[config.mk]
export PLATFORM = sky130hd
export DESIGN_NAME = ucps_point_gen
export DESIGN_NICKNAME = d
export VERILOG_FILES = /design/src/design/ucps_pkg.sv /design/src/design/ucps_point_gen.sv
export VERILOG_INCLUDE_DIRS = /design/src /design/src/design
export SDC_FILE = /design/constraint.sdc
export NUM_CORES = 1
export LEC_CHECK = 0
export BUFFER_PORTS_ARGS = -buffer_cell sky130_fd_sc_hd__buf_2
export CORE_MARGIN = 4
export CORE_UTILIZATION = 50
export DETAILED_ROUTE_END_ITERATION = 16
export PLACE_DENSITY = 0.7
export SLEW_MARGIN = 20
export SYNTH_ARGS = -nofsm -noshare
export SYNTH_HDL_FRONTEND = slang
export SYNTH_SLANG_ARGS = --single-unit
[constraint.sdc]
create_clock -name clk -period 19 [get_ports clk]
set_input_delay 0 -clock clk [delete_from_list [all_inputs] [get_ports clk]]
set_output_delay 0 -clock clk [all_outputs]
set_load 0.005 [all_outputs]
[src/design/unit_circle_point_sampler_core_defines.svh]
// ----------------------------------------------------------------------------
// unit circle point sampler assertion macros
// shared concurrent check forms used by the sampler rtl
// ----------------------------------------------------------------------------
`ifndef UNIT_CIRCLE_POINT_SAMPLER_CORE_DEFINES_SVH
`define UNIT_CIRCLE_POINT_SAMPLER_CORE_DEFINES_SVH

// same-cycle implication, disabled during reset
`define UCPS_ASSERT_NOW(label, clk, rst_n, ante, cons, msg) \
	label: assert property (@(posedge clk) disable iff (!rst_n) (ante) |-> (cons)) \
		else $error(msg);

// next-cycle implication, disabled during reset
`define UCPS_ASSERT_NEXT(label, clk, rst_n, ante, cons, msg) \
	label: assert property (@(posedge clk) disable iff (!rst_n) (ante) |=> (cons)) \
		else $error(msg);

`endif

[src/design/ucps_pkg.sv]
// ----------------------------------------------------------------------------
// ucps_pkg
// types and constants shared by the unit circle point sampler
// ----------------------------------------------------------------------------
`default_nettype none

package ucps_pkg;

	localparam int XY_W = 34;

	localparam logic [14:0] LCG_MULT    = 15'd16807;
	localparam logic [30:0] LCG_MOD     = 31'h7FFF_FFFF;
	localparam logic [31:0] GOLDEN_STEP = 32'd1640531527;
	localparam logic [30:0] SEED_RESET  = 31'd123456789;
	localparam logic signed [XY_W-1:0] CORDIC_GAIN = 34'sd652032874;

	// atan(2^-i) in 2^-32 turns
	localparam logic [31:0] ATAN_TURNS [24] = '{
		32'd536870912, 32'd316933406, 32'd167458907, 32'd85004756,
		32'd42667331,  32'd21354465,  32'd10679838,  32'd5340245,
		32'd2670163,   32'd1335087,   32'd667544,    32'd333772,
		32'd166886,    32'd83443,     32'd41722,     32'd20861,
		32'd10430,     32'd5215,      32'd2608,      32'd1304,
		32'd652,       32'd326,       32'd163,       32'd81
	};

	// command codes
	localparam logic CMD_RANDOM  = 1'b0;
	localparam logic CMD_ERGODIC = 1'b1;

	// register word index
	localparam logic REG_START_SEED  = 1'b0;
	localparam logic REG_START_PHASE = 1'b1;

	// one point travelling down the rotation chain
	typedef struct packed {
		logic                   vld;
		logic                   flip;
		logic                   last;
		logic [31:0]            phase;
		logic signed [XY_W-1:0] x;
		logic signed [XY_W-1:0] y;
		logic signed [XY_W-1:0] z;
	} cordic_bus_t;

	// register writes toward the point generator
	typedef struct packed {
		logic        seed_we;
		logic        phase_we;
		logic [30:0] seed;
		logic [31:0] phase;
	} cfg_wr_t;

endpackage

`default_nettype wire

[src/design/ucps_point_gen.sv]
// ----------------------------------------------------------------------------
// ucps_point_gen
// request sequencer, minimal standard generator and golden angle phase
// ----------------------------------------------------------------------------
`default_nettype none

`include "unit_circle_point_sampler_core_defines.svh"

module ucps_point_gen #(
	parameter int MAX_POINTS = 64,
	parameter int PHASE_BITS = 32
) (
	input  wire                    clk,
	input  wire                    arst_n,
	input  wire                    adv,
	input  wire                    req_valid,
	output logic                   req_ready,
	input  wire                    req_mode,
	input  wire  [6:0]             req_count,
	input  wire ucps_pkg::cfg_wr_t cfg_wr,
	output ucps_pkg::cordic_bus_t  issue
);

	localparam logic [6:0]  MAX_CNT    = 7'(MAX_POINTS);
	localparam logic [31:0] PHASE_MASK = 32'hFFFF_FFFF << (32 - PHASE_BITS);

	typedef enum logic [1:0] {S_IDLE, S_MUL, S_FOLD, S_RUN} state_t;

	state_t                state_q;
	logic [6:0]            points_left_q;
	logic                  mode_q;
	logic [30:0]           seed_q;
	logic [31:0]           phase_q;
	logic [45:0]           prod_q;
	ucps_pkg::cordic_bus_t issue_q;

	logic [6:0]  count_sat;
	logic [31:0] fold_sum;
	logic [30:0] seed_next;
	logic [31:0] raw_phase, kept_phase, turn_test, folded_phase;
	logic        fold_flip;
	logic        fire;

	function automatic logic [30:0] clean_seed(input logic [30:0] s);
		if (s == 31'd0 || s == ucps_pkg::LCG_MOD) begin
			return 31'd1;
		end
		return s;
	endfunction

	assign count_sat = (req_count > MAX_CNT) ? MAX_CNT : req_count;
	assign req_ready = (state_q == S_IDLE);

	// x mod (2^31 - 1) folds the high part back onto the low part
	assign fold_sum  = {1'b0, prod_q[30:0]} + {17'd0, prod_q[45:31]};
	assign seed_next = (fold_sum >= {1'b0, ucps_pkg::LCG_MOD}) ?
		31'(fold_sum - {1'b0, ucps_pkg::LCG_MOD}) : fold_sum[30:0];

	assign raw_phase    = (mode_q == ucps_pkg::CMD_RANDOM) ? {seed_next, 1'b0} : phase_q;
	assign kept_phase   = raw_phase & PHASE_MASK;
	// fold into [-1/4, 1/4) turn
	assign turn_test    = kept_phase + 32'h4000_0000;
	assign fold_flip    = turn_test[31];
	assign folded_phase = fold_flip ? kept_phase + 32'h8000_0000 : kept_phase;

	assign fire = adv && ((state_q == S_FOLD) || (state_q == S_RUN));

	always_ff @(posedge clk or negedge arst_n) begin
		if (!arst_n) begin
			state_q       <= S_IDLE;
			points_left_q <= 7'd0;
			mode_q        <= ucps_pkg::CMD_RANDOM;
			seed_q        <= ucps_pkg::SEED_RESET;
			phase_q       <= 32'd0;
			prod_q        <= 46'd0;
			issue_q       <= '0;
		end else begin
			if (adv) begin
				issue_q.vld <= fire;
			end
			if (fire) begin
				issue_q.flip  <= fold_flip;
				issue_q.last  <= (points_left_q == 7'd1);
				issue_q.phase <= kept_phase;
				issue_q.x     <= ucps_pkg::CORDIC_GAIN;
				issue_q.y     <= '0;
				issue_q.z     <= {{2{folded_phase[31]}}, folded_phase};
				points_left_q <= points_left_q - 7'd1;
			end
			case (state_q)
				S_IDLE: begin
					if (cfg_wr.seed_we) begin
						seed_q <= clean_seed(cfg_wr.seed);
					end
					if (cfg_wr.phase_we) begin
						phase_q <= cfg_wr.phase;
					end
					if (req_valid && count_sat != 7'd0) begin
						mode_q        <= req_mode;
						points_left_q <= count_sat;
						state_q       <= (req_mode == ucps_pkg::CMD_RANDOM) ? S_MUL : S_RUN;
					end
				end
				S_MUL: begin
					prod_q  <= 46'(seed_q) * 46'(ucps_pkg::LCG_MULT);
					state_q <= S_FOLD;
				end
				S_FOLD: begin
					if (adv) begin
						seed_q  <= seed_next;
						state_q <= (points_left_q == 7'd1) ? S_IDLE : S_MUL;
					end
				end
				S_RUN: begin
					if (adv) begin
						phase_q <= phase_q + ucps_pkg::GOLDEN_STEP;
						if (points_left_q == 7'd1) begin
							state_q <= S_IDLE;
						end
					end
				end
				default: begin
					state_q <= S_IDLE;
				end
			endcase
		end
	end

	assign issue = issue_q;

	`UCPS_ASSERT_NOW(a_seed_legal, clk, arst_n, 1'b1,
		seed_q != 31'd0 && seed_q != ucps_pkg::LCG_MOD, "generator seed left its legal range")
	`UCPS_ASSERT_NOW(a_fire_owed, clk, arst_n, fire,
		points_left_q != 7'd0, "point issued with no points owed")
	`UCPS_ASSERT_NOW(a_idle_clear, clk, arst_n, req_ready,
		points_left_q == 7'd0, "idle while points still owed")
	`UCPS_ASSERT_NEXT(a_last_idle, clk, arst_n, fire && points_left_q == 7'd1,
		req_ready, "sequencer did not return to idle after the last point")

endmodule

`default_nettype wire

# Word level (Yosys, flattened, before mapping)
# Cells that the tools add are included.
op_classes:
  n_mux: 25
  addsub: 6
  reduce_logical: 13
  bitwise_logic: 0
  eq_ne: 11
  magnitude_cmp: 2
  n_div: 0
  n_mul: 1
  shift: 0
ops:
  columns: ["op", "n"]
  rows:
  - ["31-bit 2-to-1 mux", 5]
  - ["32-bit 2-to-1 mux", 4]
  - ["32-bit by 31-bit adder with 32-bit output (second input constant)", 2]
  - ["32-bit case mux with 2 select lines", 1]
  - ["31-bit case mux with 2 select lines", 1]
  - ["31-bit by 15-bit multiplier with 46-bit output (second input constant)", 1]
  - ["31-bit by 15-bit adder with 32-bit output", 1]
  - ["32-bit adder (second input constant)", 1]
  - ["32-bit by 31-bit >= comparator with 1-bit output (second input constant)", 1]
  - ["31-bit equality test (second input constant)", 1]
  - ["31-bit logical NOT", 1]
  - ["31-bit subtractor (second input constant)", 1]
  - ["7-bit 2-to-1 mux", 4]
  - ["2-bit 2-to-1 mux", 5]
  - ["2-bit by 1-bit != test with 1-bit output (second input constant)", 4]
  - ["2-bit case mux with 4 select lines", 1]
  - ["7-bit by 1-bit equality test with 1-bit output (second input constant)", 1]
  - ["7-bit > comparator (second input constant)", 1]
  - ["7-bit nonzero test", 1]
  - ["7-bit by 1-bit subtractor with 7-bit output (second input constant)", 1]
  - ["3-bit AND reduction", 2]
  - ["2-bit equality test (second input constant)", 2]
  - ["1-bit 2-to-1 mux", 4]
  - ["2-bit != test (second input constant)", 2]
  - ["other kinds (7)", 10]
word_totals:
  mem_count: 0
  ff_bits: 187
  latch_bits: 0
  inputBits: 77
  mem_bits_rw: 0
  output_inout_bits: 138
  mem_bits_ro: 0

# Longest topological paths before layout
depth:
  depth_word: 8
  mapped_depth: 25
  mapped_depth_nobuf: 24

# Least setup slack after synthesis
# No wires, ideal clock.
synth_path:
  kind: "register to register"
  from: "register seed_q[17]"
  to: "register prod_q[44]"
  required_ns: 18.864
  arrival_time_ns: 6.320
  setup_time_ns: 0.136
  period_less_slack_ns: 6.456
  slack_ns: 12.544
  path_stages_with_launch: 25
  cell_sequence: "dfstp_2 -> inv_1 -> fa_1 -> inv_1 -> ha_1 -> inv_1 -> fa_1 -> inv_1 -> fa_1 -> fa_1 -> inv_1 -> fa_1 -> inv_1 -> ha_1 -> nand2_1 -> nor2_1 -> nand2_1 -> o41ai_1 -> a311oi_1 -> o31ai_1 -> a21oi_1 -> o31ai_1 -> a2111oi_0 -> a31oi_1 -> o211ai_1"
synth_between:
  elab_chain_cells: 1
synth_lines:
  columns: ["item", "line_no", "text"]
  rows:
  - ["start: declaration", "ucps_point_gen.sv:32", "logic [30:0] seed_q;"]
  - ["start signal: assignment", "ucps_point_gen.sv:73", "seed_q <= ucps_pkg::SEED_RESET;"]
  - ["start signal: assignment", "ucps_point_gen.sv:93", "seed_q <= clean_seed(cfg_wr.seed);"]
  - ["start signal: assignment", "ucps_point_gen.sv:110", "seed_q <= seed_next;"]
  - ["31-bit by 15-bit multiplier with 46-bit output", "ucps_point_gen.sv:105", "prod_q <= 46'(seed_q) * 46'(ucps_pkg::LCG_MULT);"]
  - ["end signal: assignment", "ucps_point_gen.sv:105", null]
  - ["end: declaration", "ucps_point_gen.sv:34", "logic [45:0] prod_q;"]
# Every way passes these cells.
# A chain may end at the register's enable or synchronous reset.

# Worst setup path after layout
layout_path:
  from: "register seed_q[15]"
  to: "register prod_q[43]"
# Same word-level chain as after synthesis.

==> run_results.csv <==
group,metric,value,unit
status,status,"finished, final reports clean",
setup_path,slowest_stage,"dfstp_2",
yosys,synth-xor-area-share,3.872,%
setup_path,end_kind,"register",
global_routing,grt_pass1_wl,78.26,mm
yosys,yosysTopAreaCell,"dfrtp_1",
job,max_cap_viol_count,0,
cells_and_area,nNetsFinal,2550,
global_routing,grt_max_degree,89,
setup_path,cp-start-kind,"register",
sta,finalCritPeriodShare,37.56,%
worst_hold_path,hp-class,"in2reg",
global_routing,antenna_found_initial,1,
sta,rsz0062_at_grt,"false",
sta,hold_violations,0,
yosys,synth.most_common_cell,"inv_1",
clock_network,cts_tree,"done",
placement,io_buffers,164,
yosys,synth_ff_type,"dfrtp_1",
floorplan,core,34460,sq um
setup_path,max_stage_delay,620,ps
cells_and_area,num-fill-cells,3120,
clock_network,insertion_delay,450,ps
drt,vias_per_cell,5.651,
setup_path,cp_cell_sequence,"inv_1, fa_1, inv_1, ha_1, fa_1, inv_1, fa_1, inv_1, fa_1, inv_1, fa_1, inv_1, ha_1, o21ai_0, nand2b_1, and4_1, a22oi_1, o21ai_1, a221o_1, a221oi_2, nor3_1, or3_1, xnor2_1, o21ai_0",
placement,gp_congestion,0.9650,
drt,dr_wl_met2,24.20,mm
sta,finalSetupTns,0,ps
yosys,synthCells,1991,
placement,dp_hpwl,39.55,mm
global_routing,grt-ovfl-total,0,
clock_network,clockBufferDepth,2,
floorplan,die_x,194.6,microns
yosys,yosysSeqAreaShare,22.53,%
floorplan,die_area,37880,sq um
floorplan,ioPinCount,215,
yosys,synth_area_per_cell,8.748,sq um
setup_path,crit_fanout,6,
drt,drt_wl_total,49.45,mm
sta,drv_slew,0,
drt,firstDrtPassIters,8,
drt,wl_met1,20.94,mm
sta,setup_viol,0,
sta,layout_min_cycle_time,7137,ps
drt,route.detailed.drc,0,
sta,fmax,140.1,MHz
setup_path,cp_common_cell,"inv_1",
drt,wl_per_cell,19.01,microns
clock_network,cts_buffers,17,
drt,dr_wl_met3,3.070,mm
setup_path,worstPathRequired,19280,ps
sta,fin_skew,20.70,ps
cells_and_area,register_area,3924,sq um
cells_and_area,area_growth,11.17,%
yosys,synth_top_family_by_area,"adder cells",
sta,tightest_slew,1186,ps
cells_and_area,multiInputGateArea,11380,sq um
global_routing,grt_pass1_vias,14230,
floorplan,start_util,50.54,%
yosys,yosysWarnings,0,
drt,top_layer_used,"met5",
setup_path,critPathKind,"reg2reg",
sta,slew_headroom,20.19,%
cells_and_area,diodes,0,
cells_and_area,layout-drive-gt1-share,11.84,%
floorplan,die_h,194.6,microns
yosys,synth_fa_ha_area_share,30.20,%
yosys,yosysUniqueCellTypes,83,
yosys,synth-compound-area-share,17.29,%
setup_path,crit_arrival,7420,ps
clock_network,cts_setup_buffers,0,
yosys,yosys-top-cells-area,"dfrtp_1, fa_1, ha_1",
yosys,muxShareOfSynthArea,0.8549,%
drt,drt_iter0_markers,1256,
yosys,yosysTopAreaCellShare,20.11,%
yosys,synthSimpleGateAreaFrac,11.95,%
clock_network,cts_root_buffer,"clkbuf_16",
yosys,async_flop_share,100.0,%
clock_network,cts.clk_slew.worst_paths,70,ps
clock_network,cts_sinks,156,
yosys,synth-seq-cells,156,
drt,ant_nets,0,
floorplan,rows,68,
yosys,synthTopCellsByCount,"inv_1, ha_1, dfrtp_1",
global_routing,globalRouteTotalUtil,25.71,%
clock_network,htreeDepth,4,
drt,routed-via-count,14700,
yosys,synth_enable_flop_cells,0,
yosys,netlist_area,17420,sq um
layout by cell type, fill, tap and decap left out, drive strengths merged, types with 16 or more instances in the layout:
cell           n
inv          331
ha           206
buf          176
dfrtp        140
o21ai        139
nand2        137
fa           134
a21oi        124
nor2          88
dlygate4sd3   73
nand3         63
conb          50
xor2          41
xnor2         36
a21o          32
and3          31
nand4         23
nor3          20
clkbuf        20
a22oi         18
nor4          16
dfstp         16
nand2b        16
cells by family after synthesis:
group | Yosys count
adders and majority gates | 340
other | 1
AOI/OAI and AO/OA | 468
xor gates and xnor gates | 77
buffers and inverters | 504
and+or+nand+nor | 431
DFF | 156
muxes | 14
stage by stage:
step	setup slack [ps]	instance area, sq um	instances	hold WS, ps	util (%)
global route	11490	19360	2601	113.7	56.19
finish	11860	19360	2601	85.66	56.19
global placement	11990	18020	2496	105.9	52.30
CTS	11850	19360	2601	69.37	56.19
detailed placement	11860	18020	2496	109.3	52.30
floorplan	12540	17600	2040	-295.6	-
timing repair:
| item | CTS | global route |
|---|---|---|
| setup endpoints to repair | 0 | 0 |
| hold buffers | 73 | 0 |
| hold endpoints to repair | 152 | 0 |
| gates resized for setup | 0 | 0 |
area by class of cell:
cell class                      count  share of cell area [%]
Clock inverter                     12                  0.8401
Clock buffer                       20                   2.307
Timing Repair Buffer              249                   8.511
Tap cell                          455                   2.940
Sequential cell                   156                   20.26
Inverter                          329                   6.378
Multi-Input combinational cell   1380                   58.76
registers in the layout, indices dropped and copies added (netlist names):
name           count
points_left_q      7
mode_q             1
seed_q            31
issue             37
phase_q           32
state_q            2
prod_q            46
per-layer routing:
layer | up-vias | GRT usage (%)
met1 | 7203 | 34.92
met5 | - | 0
met3 | 88 | 4.195
met2 | 512 | 43.14
met4 | 4 | 6.563
li1 | 6892 | -
critical path, delay by kind of cell, from the launching register on:
family                     cells  cell delay [ps]
adders and majority gates      7             3200
AOI/OAI and AO/OA              6             1860
DFF                            1              620
buffers and inverters          6              370
xor gates and xnor gates       1              140
and+or+nand+nor                4              770
path summary, 6_finish.rpt:
kind	startpoint	end	slack [ps]	cells past startpoint
setup / recovery	seed_q[15]$_DFFE_PN1P_	prod_q[43]$_DFFE_PN0P_	11860	24
setup reg to reg	seed_q[15]$_DFFE_PN1P_	prod_q[43]$_DFFE_PN0P_	11860	24
min in group asynchronous	arst_n	seed_q[5]$_DFFE_PN0P_	170	2
max in group asynchronous	arst_n	seed_q[30]$_DFFE_PN0P_	17370	3
hold reg to reg	issue[134]$_DFFE_PN0P_	issue[134]$_DFFE_PN0P_	480	2
hold / removal	cfg_wr[48]	seed_q[16]$_DFFE_PN1P_	90	4
Power is not shown: default switching activity piles up to over one toggle a cycle in this logic, so the estimate is an artifact.
