$ cat config.mk
export PLATFORM = sky130hd
export DESIGN_NAME = ucps_cordic_cell
export DESIGN_NICKNAME = d
export VERILOG_FILES = /design/src/design/unit_circle_point_sampler_core_defines.svh /design/src/design/ucps_pkg.sv /design/src/design/ucps_cordic_cell.sv
export SDC_FILE = /design/constraint.sdc
export NUM_CORES = 1
export LEC_CHECK = 0
export BUFFER_PORTS_ARGS = -buffer_cell sky130_fd_sc_hd__buf_4
export CORE_MARGIN = 1
export CORE_UTILIZATION = 54
export DETAILED_ROUTE_END_ITERATION = 7
export PLACE_DENSITY_LB_ADDON = 0.15
export RECOVER_POWER = 100
export SLEW_MARGIN = 40
export SYNTH_ARGS = -nofsm -noshare
export SYNTH_HDL_FRONTEND = slang
export SYNTH_SLANG_ARGS = --single-unit
$ cat constraint.sdc
create_clock -name clk -period 1.15 [get_ports clk]
set_clock_uncertainty 0.1 [all_clocks]
set_input_delay 0.115 -clock clk [delete_from_list [all_inputs] [get_ports clk]]
set_output_delay 0.115 -clock clk [all_outputs]
set_load 0.05 [all_outputs]
$ cat src/design/unit_circle_point_sampler_core_defines.svh
// ----------------------------------------------------------------------------
// unit circle point sampler assertion macros
// shared concurrent check forms used by the sampler rtl
// ----------------------------------------------------------------------------
`ifndef UNIT_CIRCLE_POINT_SAMPLER_CORE_DEFINES_SVH
`define UNIT_CIRCLE_POINT_SAMPLER_CORE_DEFINES_SVH

// same-cycle implication, disabled during reset
`define UCPS_ASSERT_NOW(label, clk, rst_n, ante, cons, msg) \
	label: assert property (@(posedge clk) disable iff (!rst_n) (ante) |-> (cons)) \
		else $error(msg);

// next-cycle implication, disabled during reset
`define UCPS_ASSERT_NEXT(label, clk, rst_n, ante, cons, msg) \
	label: assert property (@(posedge clk) disable iff (!rst_n) (ante) |=> (cons)) \
		else $error(msg);

`endif

$ cat src/design/ucps_pkg.sv
// ----------------------------------------------------------------------------
// ucps_pkg
// types and constants shared by the unit circle point sampler
// ----------------------------------------------------------------------------
`default_nettype none

package ucps_pkg;

	localparam int XY_W = 34;

	localparam logic [14:0] LCG_MULT    = 15'd16807;
	localparam logic [30:0] LCG_MOD     = 31'h7FFF_FFFF;
	localparam logic [31:0] GOLDEN_STEP = 32'd1640531527;
	localparam logic [30:0] SEED_RESET  = 31'd123456789;
	localparam logic signed [XY_W-1:0] CORDIC_GAIN = 34'sd652032874;

	// atan(2^-i) in 2^-32 turns
	localparam logic [31:0] ATAN_TURNS [24] = '{
		32'd536870912, 32'd316933406, 32'd167458907, 32'd85004756,
		32'd42667331,  32'd21354465,  32'd10679838,  32'd5340245,
		32'd2670163,   32'd1335087,   32'd667544,    32'd333772,
		32'd166886,    32'd83443,     32'd41722,     32'd20861,
		32'd10430,     32'd5215,      32'd2608,      32'd1304,
		32'd652,       32'd326,       32'd163,       32'd81
	};

	// command codes
	localparam logic CMD_RANDOM  = 1'b0;
	localparam logic CMD_ERGODIC = 1'b1;

	// register word index
	localparam logic REG_START_SEED  = 1'b0;
	localparam logic REG_START_PHASE = 1'b1;

	// one point travelling down the rotation chain
	typedef struct packed {
		logic                   vld;
		logic                   flip;
		logic                   last;
		logic [31:0]            phase;
		logic signed [XY_W-1:0] x;
		logic signed [XY_W-1:0] y;
		logic signed [XY_W-1:0] z;
	} cordic_bus_t;

	// register writes toward the point generator
	typedef struct packed {
		logic        seed_we;
		logic        phase_we;
		logic [30:0] seed;
		logic [31:0] phase;
	} cfg_wr_t;

endpackage

`default_nettype wire

$ cat src/design/ucps_cordic_cell.sv
// ----------------------------------------------------------------------------
// ucps_cordic_cell
// one rotation step of the cordic chain, advancing on the shared enable
// ----------------------------------------------------------------------------
`default_nettype none

module ucps_cordic_cell #(
	parameter int STAGE = 0
) (
	input  wire                        clk,
	input  wire                        arst_n,
	input  wire                        adv,
	input  wire ucps_pkg::cordic_bus_t din,
	output ucps_pkg::cordic_bus_t      dout
);

	localparam logic signed [ucps_pkg::XY_W-1:0] ANG =
		{2'b00, ucps_pkg::ATAN_TURNS[STAGE]};

	logic signed [ucps_pkg::XY_W-1:0] dx, dy;
	logic                             vld_q;
	ucps_pkg::cordic_bus_t            pay_q;

	assign dx = din.y >>> STAGE;
	assign dy = din.x >>> STAGE;

	always_ff @(posedge clk or negedge arst_n) begin
		if (!arst_n) begin
			vld_q <= 1'b0;
		end else if (adv) begin
			vld_q <= din.vld;
		end
	end

	always_ff @(posedge clk) begin
		if (adv && din.vld) begin
			pay_q.vld   <= din.vld;
			pay_q.flip  <= din.flip;
			pay_q.last  <= din.last;
			pay_q.phase <= din.phase;
			if (!din.z[ucps_pkg::XY_W-1]) begin
				pay_q.x <= din.x - dx;
				pay_q.y <= din.y + dy;
				pay_q.z <= din.z - ANG;
			end else begin
				pay_q.x <= din.x + dx;
				pay_q.y <= din.y - dy;
				pay_q.z <= din.z + ANG;
			end
		end
	end

	always_comb begin
		dout     = pay_q;
		dout.vld = vld_q;
	end

endmodule

`default_nettype wire

==> summary.txt, run 1 <==
Logic synthesis
  • Yosys warnings: 0
  • Largest area contributor in the netlist: edfxtp_1
  • Commonest cells post-synth: edfxtp_1, a21oi_1, inv_1
  • Post-synth ARST share: 0.00735
  • Syn Area/Cell: 9.53 um2
  • Main synth FF type: edfxtp_1
  • Seq/Total Area, Yosys: 0.398
  • Mapped Nets: 1321
  • Post-synthesis cell type count: 82
  • Most common cell in the netlist: edfxtp_1
  • #FFs+latches synth: 136
  • EDFF count, synth: 135
  • Synthesized instance count: 1075
  • Area contributors post-synth: edfxtp_1, ha_1, a21oi_1
  • Mapped cell area: 10200 um2
  • Yosys top cell area share: 0.396

Floorplan
  • Die span in y: 140 um
  • Initial Util: 0.550
  • Chip width: 140 um
  • Boundary pin count: 277
  • # rows: 50

Placement
  • Placed insts: 1895
  • Placed cell area: 15900 um2
  • HPWL after DPL: 32300 um
  • Port bufs: 276
  • RePlAce Congestion: 0.984

Status
  • Stop stage: clock tree synthesis (4_1_cts)
  • Stop err: [ERROR DPL-0033] detailed placement checks failed during check placement.
  • Run status: did not finish

Clock network
  • Clock buffer count from CTS: 17
  • Post-CTS Repair Setup Buffers: 30
  • Clock sink count: 136
  • H-tree Lvls: 4
  • Post-CTS Resized: 293
  • CTS Hold Bufs: 69
  • Root buffer cell: clkbuf_16
  • Clk buf depth: 2
metrics by stage:
| step | setup slack (ns) | hold slack, ns |
|---|---|---|
| 2_1_floorplan | -1.27 | -0.281 |
| 3_3_place_gp | -1.62 | -0.210 |
| 3_5_place_dp | -1.75 | -0.207 |
cell families after synthesis:
logic type / synth area share
AO/OA/AOI/OAI: 0.225
XOR/XNOR: 0.0555
adder cells (fa/ha/maj): 0.132
buffers and inverters: 0.0632
flip-flops: 0.398
multiplexers: 0.0110
AND/OR/NAND/NOR: 0.115
==> run 2, diff against run 1 <==
--- a/config.mk
+++ b/config.mk
@@ -7,7 +7,7 @@
 export LEC_CHECK = 0
 export BUFFER_PORTS_ARGS = -buffer_cell sky130_fd_sc_hd__buf_4
 export CORE_MARGIN = 1
-export CORE_UTILIZATION = 54
+export CORE_UTILIZATION = 40
 export DETAILED_ROUTE_END_ITERATION = 7
 export PLACE_DENSITY_LB_ADDON = 0.15
 export RECOVER_POWER = 100
==> run 2 against run 1 <==
Against the previous run:
- the flow now finishes, with violations (negative setup slack)
- synthesized cell count unchanged
- synthesized area unchanged
==> summary.txt, run 2 <==
Setup path
  • Arr. time, crit path: 2.36 ns
  • Worst path most repeated cell: buf_8
  • Worst path cell trace: buf_8 > buf_8 > inv_12 > ha_4 > fa_2 > nor2b_4 > o21ai_4 > a21o_1 > buf_6 > a211o_1 > nand2b_1 > a21oi_2 > o21ai_2 > xnor2_1
  • Critical path fanouts, max: 3
  • CP max-delay cell: fa_2
  • CP max stage delay: 0.39 ns
  • Critical Path Sink Type: flop
  • Critical Path Source Type: primary input
  • Crit Path Class: primary input to flop
  • CP Data Required Time: 1.20 ns

Power and ir drop
  • Sw frac: 0.379
  • PD cells: 1140 nW/um2
  • Comb pwr share: 0.460
  • Clock share of power: 0.254
  • Sequential share of power: 0.286
  • Worst VDD drop: 0.000716 V
  • NetSw: 0.00843 W
  • Overall power: 0.0222 W
  • Leak pwr: 8.48 nW
  • Power Internal: 0.0138 W

Logic synthesis
  • Largest area contributor in the netlist: edfxtp_1 (unchanged)
  • Most common cell in the netlist: edfxtp_1 (unchanged)
  • Main synth FF type: edfxtp_1 (unchanged)
  • Commonest cells post-synth: edfxtp_1, a21oi_1, inv_1 (unchanged)
  • Post-synth ARST share: 0.00735 (unchanged)
  • Synthesized instance count: 1075 (unchanged)
  • #FFs+latches synth: 136 (unchanged)
  • Syn Area/Cell: 9.53 um2 (unchanged)
  • EDFF count, synth: 135 (unchanged)
  • Seq/Total Area, Yosys: 0.398 (unchanged)
  • Post-synthesis cell type count: 82 (unchanged)
  • Yosys warnings: 0 (unchanged)
  • Area contributors post-synth: edfxtp_1, ha_1, a21oi_1 (unchanged)
  • Mapped Nets: 1321 (unchanged)
  • Mapped cell area: 10200 um2 (unchanged)
  • Yosys top cell area share: 0.396 (unchanged)

Final layout
  • Antenna diodes: 0
  • Max reg flops: 135
  • Commonest non-fill, non-tap cells in the layout: buf_4, buf_6, edfxtp_1
  • Final nets: 2049
  • Share of cells above drive strength 1: 0.545
  • Post-route insts no fill: 2146
  • Commonest non-fill, non-tap cell in the layout: buf_4
  • Area Growth Syn to Fin: 91.1%

Floorplan
  • Die span in y: 162 um (was 140 um)
  • Chip width: 162 um (was 140 um)
  • Boundary pin count: 277 (unchanged)
  • # rows: 58 (was 50)
  • Initial Util: 0.407 (was 0.550)
  • Core box area: 25200 um2
  • DIE AREA: 26300 um2

Route
  • 1st-iter DRT viols: 831
  • Via count: 11500
  • DRC: 0
  • Wire length per cell: 20.5 um
  • Routed WL: 44100 um
  • Vias per cell: 5.35
  • Drt pass-1 iters: 5
  • Post-DRT Antenna Nets: 0

Timing
  • Worst slew margin: 0.666
  • Slew Limit Fails: 0
  • Worst-Margin Slew: 0.498 ns
  • Period minus WS final: 2.31 ns
  • Fin crit share: 2.01
  • Final Hold Viols: 0
  • RSZ-0062 raised after global routing: yes
  • Final Worst Setup Slack: -1.16 ns
  • Final setup viols: 198
  • F_max: 0.433 GHz

Min path
  • Worst hold path type: primary input to flop

Clock network
  • Clock sink count: 136 (unchanged)
  • CTS tree: yes
  • Root buffer cell: clkbuf_16 (unchanged)
  • Clock transition at path regs: 0.06 ns
  • Clk buf depth: 2 (unchanged)
  • Clock buffer count from CTS: 17 (unchanged)
  • H-tree Lvls: 4 (unchanged)
  • Clock Latency Late Sink: 0.44 ns

Placement
  • RePlAce Congestion: 0.929 (was 0.984)
  • Placed insts: 2004 (was 1895)
  • HPWL after DPL: 30900 um (was 32300 um)
  • Dpl ws: -1.70 ns (was -1.75 ns)
  • Port bufs: 276 (unchanged)

Global route
  • Vias in the first global route: 11700
  • Grt total ovfl: 0
  • Pin count of the biggest net entering global routing: 51
  • Total track usage: 0.326
  • First-pass GRT wire length: 65300 um
  • Initial antenna violation count: 0

Status
  • Run status: complete, but fails checks (was did not finish)
  • Failing checks: negative setup slack

Run
  • Max_cap viols: 0
==> run 2: cell counts after synthesis <==
Identical to the previous run, type by type.
==> run 2: cells by family (layout without fill, tap and decap cells) <==
family,Yosys count,count (layout),synth area share
mux,11,11,0.0110
flops,136,136,0.398
compound gates,353,353,0.225
buf+inv,159,900,0.0632
xor+xnor,65,65,0.0555
fa+ha+maj,106,106,0.132
simple gates,245,245,0.115
==> run 2: cell type report <==
cell class | instances | area [um2]
clock buffer | 17 | 425
tap | 330 | 413
timing repair buffer | 757 | 6690
multi-input combinational | 780 | 7310
clock inverter | 15 | 160
inverter | 111 | 513
sequential | 136 | 4080
fill | 1604 | 5600
==> run 2: critical path, delay by kind of cell <==
kind,cells,cell delay [ns]
AOI/OAI and AO/OA,5,0.88
adders and majority gates,2,0.55
buffers and inverters,4,0.36
and+or+nand+nor,2,0.31
xor gates and xnor gates,1,0.15
==> run 2: path summary, 6_finish.rpt <==
| check | from | end | slack (ns) | depth (start not counted) |
|---|---|---|---|---|
| worst min register to register | vld_q | vld_q | 0.56 | 2 |
| worst max-delay path | din[34] | dout[50] | -1.16 | 14 |
| min in group asynchronous | arst_n | vld_q | 0.51 | 3 |
| worst max register to register | vld_q | vld_q | 0.15 | 2 |
| max in group asynchronous | arst_n | vld_q | 0.33 | 3 |
| worst min-delay path | din[30] | dout[30] | 0.03 | 2 |
==> run 2: timing repair <==
action / 4_1_cts / 5_1_grt
buffers inserted: 25 / 28
pin swaps: 105 / 82
hold buffers: 69 / 0
hold endpoints to repair: 68 / 0
gates resized for setup: 327 / 118
endpoints found under the setup margin: 201 / 202
==> run 2: metal layers <==
layer | routed length, um | vias to the layer above | track usage
met5 | 0 | - | 0
met2 | 22600 | 520 | 0.593
met4 | 1760 | 0 | 0.132
met3 | 2580 | 116 | 0.0470
li1 | - | 5354 | -
met1 | 17200 | 5489 | 0.382
==> run 2: through the flow <==
stage / util / cell area [um2] / setup TNS [ns] / hold slack, ns
2_1_floorplan: - / 11100 / -118.41 / -0.281
3_3_place_gp: 0.639 / 16100 / -87.49 / -0.208
3_5_place_dp: 0.639 / 16100 / -88.64 / -0.208
4_1_cts: 0.752 / 18900 / -60.86 / -0.0281
5_1_grt: 0.778 / 19600 / -71.23 / 0.0225
6_report: 0.778 / 19600 / -65.34 / 0.0295
==> run 2: power groups by stage <==
| stage | Clock [W] | Combinational [W] | Sequential [W] |
|---|---|---|---|
| after floorplan | 0 | 0.00325 | 0.00786 |
| after global routing | 0.00589 | 0.0107 | 0.00638 |
| after CTS | 0.00571 | 0.00956 | 0.00633 |
| final | 0.00566 | 0.0102 | 0.00635 |
| after detailed placement | 0 | 0.00836 | 0.00635 |
| after global placement | 0 | 0.00830 | 0.00634 |
No activity file was read; power rests on OpenSTA's default activity.
==> run 3, diff against run 2 <==
--- a/config.mk
+++ b/config.mk
@@ -6,8 +6,10 @@
 export NUM_CORES = 1
 export LEC_CHECK = 0
 export BUFFER_PORTS_ARGS = -buffer_cell sky130_fd_sc_hd__buf_4
+export CELL_PAD_IN_SITES_DETAIL_PLACEMENT = 0
+export CELL_PAD_IN_SITES_GLOBAL_PLACEMENT = 2
 export CORE_MARGIN = 1
-export CORE_UTILIZATION = 40
+export CORE_UTILIZATION = 29
 export DETAILED_ROUTE_END_ITERATION = 7
 export PLACE_DENSITY_LB_ADDON = 0.15
 export RECOVER_POWER = 100
==> constraint.sdc (replaced) <==
create_clock -name clk -period 2 [get_ports clk]
set_clock_uncertainty 0.1 [all_clocks]
set_input_delay 0.2 -clock clk [delete_from_list [all_inputs] [get_ports clk]]
set_output_delay 0.2 -clock clk [all_outputs]
set_load 0.05 [all_outputs]
==> run 3 against run 2 <==
Against the previous run:
- the run still ends with negative setup slack left
- flip-flop and latch count is the same
- via count shrank 7.3%
- first-iteration DRC count shrank 30%
- non-clock buffer count shrank 44
- global-route usage shrank 10 points
- wire length shrank 7.7%
- total power shrank 44%
- sequential share of layout area grew 1.2 points
- highest routed layer unchanged
- hold slack gained 0.013 ns
- sequential power shrank 43%
- critical path depth shrank 2
==> summary.txt, run 3 (synthesis results as in run 2) <==
Final layout
  • Filler cells: 3188 (was 1604)
  • Commonest non-fill, non-tap cells in the layout: buf_4, edfxtp_1, a21oi_1 (was buf_4, buf_6, edfxtp_1)
  • Final nets: 2005 (was 2049)
  • Finished Cell Area: 18500 um2 (was 19600 um2)
  • Area Growth Syn to Fin: 80.3% (was 91.1%)
  • Max reg flops: 135 (unchanged)
  • Sequential cell area: 4080 um2 (unchanged)
  • Commonest non-fill, non-tap cell in the layout: buf_4 (unchanged)
  • Post-route insts no fill: 2227 (was 2146)
  • Antenna diodes: 0 (unchanged)
  • Share of cells above drive strength 1: 0.513 (was 0.545)
  • Multi-input gate area: 6890 um2 (was 7310 um2)

Placement
  • Placed insts: 2095 (was 2004)
  • RePlAce Congestion: 0.903 (was 0.929)
  • Placed cell area: 15900 um2 (was 16100 um2)
  • Port bufs: 276 (unchanged)
  • HPWL after DPL: 32300 um (was 30900 um)
  • Dpl ws: -1.01 ns (was -1.70 ns)

Timing
  • RSZ-0062 raised after global routing: yes (unchanged)
  • Worst hold slack: 0.0424 ns (was 0.0295 ns)
  • Worst slew margin: 0.610 (was 0.666)
  • Worst-Margin Slew: 0.581 ns (was 0.498 ns)
  • F_max: 0.423 GHz
  • Fin crit share: 1.18
  • Period minus WS final: 2.37 ns
  • Slew Limit Fails: 0 (unchanged)
  • Final setup viols: 44 (was 198)
  • Final Worst Setup Slack: -0.366 ns (was -1.16 ns)
  • Final Hold Viols: 0 (unchanged)

Global route
  • Initial antenna violation count: 0 (unchanged)
  • Met3 usage: 0.0279 (was 0.0470)
  • Grt total ovfl: 0 (unchanged)
  • Total track usage: 0.223 (was 0.326)
  • Grt met2 use: 0.391 (was 0.593)
  • Vias in the first global route: 10800 (was 11700)
  • Met1 Track Usage GR: 0.285 (was 0.382)
  • First-pass GRT wire length: 61200 um (was 65300 um)
  • GR peak layer: met2 (unchanged)
  • Pin count of the biggest net entering global routing: 53 (was 51)

Setup path
  • CP Data Required Time: 2.09 ns (was 1.20 ns)
  • Reg-to-reg slack, setup: 0.57 ns (was 0.15 ns)
  • Crit Path Class: primary input to flop (unchanged)
  • Critical path fanouts, max: 3 (unchanged)
  • Arr. time, crit path: 2.45 ns (was 2.36 ns)
  • Critical Path Source Type: primary input (unchanged)
  • Critical Path Sink Type: flop (unchanged)

Route
  • Vias per cell: 4.78 (was 5.35)
  • Via count: 10600 (was 11500)
  • DRC: 0 (unchanged)
  • Drt pass-1 iters: 5 (unchanged)
  • Wire length per cell: 18.3 um (was 20.5 um)
  • 1st-iter DRT viols: 582 (was 831)
  • Routed WL: 40700 um (was 44100 um)
  • Post-DRT Antenna Nets: 0 (unchanged)

Status
  • Failing checks: negative setup slack (unchanged)
  • Run status: complete, but fails checks (unchanged)

Power and ir drop
  • Sequential share of power: 0.291 (was 0.286)
  • Overall power: 0.0124 W (was 0.0222 W)
  • NetSw: 0.00459 W (was 0.00843 W)
  • Clock share of power: 0.278 (was 0.254)
  • Leak pwr: 7.99 nW (was 8.48 nW)
  • Comb pwr share: 0.431 (was 0.460)
  • PD cells: 670 nW/um2 (was 1140 nW/um2)
  • Worst VDD drop: 0.000546 V (was 0.000716 V)
  • Power Internal: 0.00778 W (was 0.0138 W)
  • Sw frac: 0.371 (was 0.379)

Floorplan
  • Die span in y: 190 um (was 162 um)
  • DIE AREA: 36100 um2 (was 26300 um2)
  • Core box area: 34600 um2 (was 25200 um2)
  • Initial Util: 0.296 (was 0.407)
  • Chip width: 190 um (was 162 um)
  • Boundary pin count: 277 (unchanged)
  • # rows: 68 (was 58)

Clock network
  • CTS tree: yes (unchanged)
  • Clock Latency Late Sink: 0.42 ns (was 0.44 ns)
  • Clock sink count: 136 (unchanged)
  • Clock transition at path regs: 0.07 ns (was 0.06 ns)
  • Clock buffer count from CTS: 17 (unchanged)
  • Clk buf depth: 2 (unchanged)
  • H-tree Lvls: 4 (unchanged)
  • Root buffer cell: clkbuf_16 (unchanged)

Run
  • Max_cap viols: 0 (unchanged)

Min path
  • Worst hold path type: primary input to flop (unchanged)
run 3: cell types whose count changed in the layout (fill, tap and decap cells not counted), moves of 7 or more:
cell     previous run  this run
buf_8              13         3
a21oi_2            35        27
buf_4             415       535
a21oi_4            13         6
a21oi_1            74        89
buf_6             172        28
o21ai_0            27        41
run 3: worst paths after layout:
check | start | endpoint | cells past startpoint
setup / recovery | din[35] | dout[53] | 12
hold / removal | din[30] | dout[30] | 2
setup reg to reg | vld_q | vld_q | 2
hold reg to reg | vld_q | vld_q | 2
max in group asynchronous | arst_n | vld_q | 3
min in group asynchronous | arst_n | vld_q | 3
run 3: stage by stage:
stage | TNS (ns) | util
after floorplan | -10.79 | -
after global placement | -40.14 | 0.459
after detailed placement | -41.10 | 0.459
after CTS | -8.22 | 0.523
after global routing | -11.90 | 0.534
final | -8.21 | 0.534
run 3: per-layer routing:
| layer | vias up | share of wire |
|---|---|---|
| met5 | - | 0 |
| met4 | 0 | 0.018 |
| met3 | 37 | 0.043 |
| met2 | 274 | 0.49 |
| met1 | 5073 | 0.45 |
| li1 | 5260 | - |
run 3: critical path: stages:
cell       delay, ns
buf_12          0.12
inv_12          0.04
ha_4            0.19
nor2b_4         0.13
o31a_1          0.31
buf_6           0.14
o2111ai_4       0.25
a2111oi_4       0.12
or3_4           0.44
a221oi_2        0.27
mux2_4          0.19
xnor2_2         0.06
run 3: power by group through the flow:
| stage | sequential [W] | clock [W] | combinational [W] |
|---|---|---|---|
| global route | 0.00362 | 0.00362 | 0.00568 |
| floorplan | 0.00452 | 0 | 0.00183 |
| detailed placement | 0.00367 | 0 | 0.00474 |
| CTS | 0.00361 | 0.00350 | 0.00521 |
| finish | 0.00360 | 0.00344 | 0.00533 |
| global placement | 0.00367 | 0 | 0.00474 |
run 3: layout make-up:
class,instances,area share
clock inverters,15,0.0108
inverters,111,0.0265
clock buffers,17,0.0230
well taps,455,0.0308
multi-input cells,780,0.373
repair buffers,713,0.315
flip-flops and latches,136,0.221
run 3: what timing repair did:
| item | 4_1_cts | 5_1_grt |
|---|---|---|
| hold endpoints to repair | 66 | 0 |
| pin swaps | 92 | 59 |
| cloned | 0 | 0 |
| buffers inserted | 28 | 15 |
| gates resized for setup | 147 | 67 |
| endpoints found under the setup margin | 48 | 50 |
| hold buffers | 68 | 0 |
==> run 4, diff against run 3 <==
--- a/config.mk
+++ b/config.mk
@@ -5,11 +5,12 @@
 export SDC_FILE = /design/constraint.sdc
 export NUM_CORES = 1
 export LEC_CHECK = 0
+export ABC_AREA = 1
 export BUFFER_PORTS_ARGS = -buffer_cell sky130_fd_sc_hd__buf_4
 export CELL_PAD_IN_SITES_DETAIL_PLACEMENT = 0
 export CELL_PAD_IN_SITES_GLOBAL_PLACEMENT = 2
 export CORE_MARGIN = 1
-export CORE_UTILIZATION = 29
+export CORE_UTILIZATION = 28
 export DETAILED_ROUTE_END_ITERATION = 7
 export PLACE_DENSITY_LB_ADDON = 0.15
 export RECOVER_POWER = 100
==> run 4 against run 3 <==
Against the previous run:
- the run now ends clean
- die area up 17%
- setup slack gained 0.45 ns
- sequential power down 2%
- total power decreased by 5.5%
- register-to-register slack improved by 0.18 ns
- clock power fell by 3%
- first-iteration DRC count is 3.4% higher
- non-clock buffer count shrank 46
- largest power group unchanged
==> summary.txt, run 4 <==
Status
  • Run status: completed (was complete, but fails checks)

Setup path
  • R2r endpoint: vld_q (unchanged)
  • CP startpoint: din[43] (was din[35])
  • Critical path fanouts, max: 7 (was 3)
  • Critical Path Sink Type: flop (unchanged)
  • Worst Setup EP: dout[48] (was dout[53])
  • CP Data Required Time: 2.15 ns (was 2.09 ns)
  • Reg-to-reg slack, setup: 0.75 ns (was 0.57 ns)
  • Arr. time, crit path: 2.06 ns (was 2.45 ns)
  • R2r startpoint: vld_q (unchanged)
  • Crit Path Class: primary input to flop (unchanged)
  • R2R cell count: 3 (was 2)
  • Critical Path Source Type: primary input (unchanged)

Placement
  • Port bufs: 276 (unchanged)
  • Placed insts: 2638 (was 2095)
  • Placed cell area: 16500 um2 (was 15900 um2)
  • RePlAce Congestion: 0.921 (was 0.903)
  • HPWL after DPL: 40200 um (was 32300 um)

Logic synthesis
  • Mapped Nets: 1801 (was 1321)
  • #FFs+latches synth: 136 (unchanged)
  • Yosys warnings: 0 (unchanged)
  • Most common cell in the netlist: nand2_1 (was edfxtp_1)
  • EDFF count, synth: 135 (unchanged)
  • Post-synthesis cell type count: 47 (was 82)
  • Mapped cell area: 11600 um2 (was 10200 um2)
  • Largest area contributor in the netlist: edfxtp_1 (unchanged)
  • Commonest cells post-synth: nand2_1, inv_1, nand3_1 (was edfxtp_1, a21oi_1, inv_1)
  • Main synth FF type: edfxtp_1 (unchanged)
  • Syn Area/Cell: 7.45 um2 (was 9.53 um2)
  • Area contributors post-synth: edfxtp_1, nand2_1, ha_1 (was edfxtp_1, ha_1, a21oi_1)
  • Synthesized instance count: 1555 (was 1075)
  • Yosys top cell area share: 0.350 (was 0.396)
  • Seq/Total Area, Yosys: 0.352 (was 0.398)
  • Post-synth ARST share: 0.00735 (unchanged)

Floorplan
  • Boundary pin count: 277 (unchanged)
  • Core box area: 40800 um2 (was 34600 um2)
  • Die span in y: 205 um (was 190 um)
  • Initial Util: 0.284 (was 0.296)
  • # rows: 74 (was 68)
  • Chip width: 205 um (was 190 um)
  • DIE AREA: 42200 um2 (was 36100 um2)

Route
  • DRC: 0 (unchanged)
  • Via count: 12600 (was 10600)
  • Wire length per cell: 17.6 um (was 18.3 um)
  • Routed WL: 48200 um (was 40700 um)
  • 1st-iter DRT viols: 602 (was 582)
  • Vias per cell: 4.58 (was 4.78)
  • Post-DRT Antenna Nets: 0 (unchanged)
  • Drt pass-1 iters: 4 (was 5)

Final layout
  • Final nets: 2442 (was 2005)
  • Area Growth Syn to Fin: 51.8% (was 80.3%)
  • Finished Cell Area: 17600 um2 (was 18500 um2)
  • Commonest non-fill, non-tap cells in the layout: buf_4, nand2_1, inv_1 (was buf_4, edfxtp_1, a21oi_1)
  • Antenna diodes: 0 (unchanged)
  • Post-route insts no fill: 2741 (was 2227)
  • Max reg flops: 135 (unchanged)
  • Share of cells above drive strength 1: 0.291 (was 0.513)
  • Filler cells: 4344 (was 3188)
  • Commonest non-fill, non-tap cell in the layout: buf_4 (unchanged)

Power and ir drop
  • PD cells: 664 nW/um2 (was 670 nW/um2)
  • Worst VDD drop: 0.000559 V (was 0.000546 V)
  • Leak pwr: 8.30 nW (was 7.99 nW)

Timing
  • F_max: 0.523 GHz (was 0.423 GHz)
  • RSZ-0062 raised after global routing: yes (unchanged)
  • Final Hold Viols: 0 (unchanged)
  • Final setup viols: 0 (was 44)
  • Period minus WS final: 1.91 ns (was 2.37 ns)
  • Worst-Margin Slew: 0.882 ns (was 0.581 ns)
  • Worst slew margin: 0.412 (was 0.610)
  • Slew Limit Fails: 0 (unchanged)
  • Fin crit share: 0.956 (was 1.18)

Clock network
  • Clock sink count: 136 (unchanged)
  • Root buffer cell: clkbuf_16 (unchanged)
  • Clock Latency Late Sink: 0.44 ns (was 0.42 ns)
  • H-tree Lvls: 4 (unchanged)
  • Clock buffer count from CTS: 17 (unchanged)
  • Clk buf depth: 2 (unchanged)
  • Clock transition at path regs: 0.06 ns (was 0.07 ns)
  • CTS tree: yes (unchanged)

Global route
  • Initial antenna violation count: 0 (unchanged)
  • First-pass GRT wire length: 72000 um (was 61200 um)
  • Pin count of the biggest net entering global routing: 99 (was 53)
  • Grt total ovfl: 0 (unchanged)
  • Total track usage: 0.230 (was 0.223)
  • Vias in the first global route: 12700 (was 10800)

Run
  • Max_cap viols: 0 (unchanged)

Min path
  • Worst hold path type: primary input to flop (unchanged)
## run 4: cell types whose count changed in the layout (fill, tap and decap cells not counted), sizes merged, moves of 13 or more
cell	before	now
nand2	57	417
buf	580	392
clkbuf	82	224
nand3	22	153
inv	119	226
nor2	76	142
xnor2	60	2
xor2	5	25
o21ai	77	95
a211oi	14	0
nor2b	13	0
o211ai	17	4
## run 4: logic make-up after synthesis
group,synth area share
AND/OR/NAND/NOR,0.277
buffers and inverters,0.102
AO/OA/AOI/OAI,0.130
flip-flops,0.352
adder cells (fa/ha/maj),0.117
XOR/XNOR,0.0204
multiplexers,0.00173
## run 4: how the worst min path moves through the flow
stage | from | cells past startpoint | endpoint | slack (ns)
after global routing | din[68] | 3 | dout[68] | 0.03
after detailed placement | arst_n | 1 | vld_q | -0.12
after CTS | din[68] | 3 | dout[68] | 0.02
after floorplan | arst_n | 0 | vld_q | -0.20
final | din[68] | 3 | dout[68] | 0.06
after global placement | arst_n | 1 | vld_q | -0.12
## run 4: timing repair
action | 4_1_cts | 5_1_grt
gates resized for setup | 12 | 92
hold buffers | 69 | 0
endpoints found under the hold margin | 67 | 0
buffers inserted | 0 | 2
setup endpoints to repair | 26 | 44
pin swaps | 1 | 5
## run 4: per-stage QoR
step	hold WS (ns)	power (W)	utilization	setup WS, ns	setup TNS, ns
floorplan	-0.196	0.00624	-	-0.722	-97.53
global placement	-0.124	0.00836	0.404	-0.616	-26.19
finish	0.0576	0.0117	0.431	0.0875	0
detailed placement	-0.123	0.00837	0.404	-0.595	-26.69
CTS	0.0237	0.0119	0.436	0.00936	0
global route	0.0331	0.0123	0.431	-0.0279	-0.0488
## run 4: metal layers
layer	global-route usage	share of wire
met1	0.310	0.48
met2	0.387	0.46
met3	0.0307	0.047
met4	0.0532	0.015
met5	0	0
## run 4: final cells by class
type	instances	area (um2)	area share
clock inverters	14	174	0.00988
clock buffers	18	429	0.0244
flip-flops and latches	136	4080	0.232
repair buffers	667	4700	0.267
multi-input cells	1149	6700	0.381
well taps	532	666	0.0378
inverters	225	846	0.0481
## run 4: worst max-delay path: stages
cell and delay (ns):
buf_4 0.12, inv_1 0.06, ha_2 0.33, a21oi_1 0.31, o21ai_0 0.16, buf_4 0.16
a21oi_1 0.15, nand2_2 0.15, xor2_1 0.17, o21ai_0 0.26
## run 4: where the power goes
group	internal (W)	switching, W	leakage (nW)
clock network	0.00197	0.00137	0.285
logic	0.00178	0.00304	6.74
registers	0.00346	0.0000694	1.27
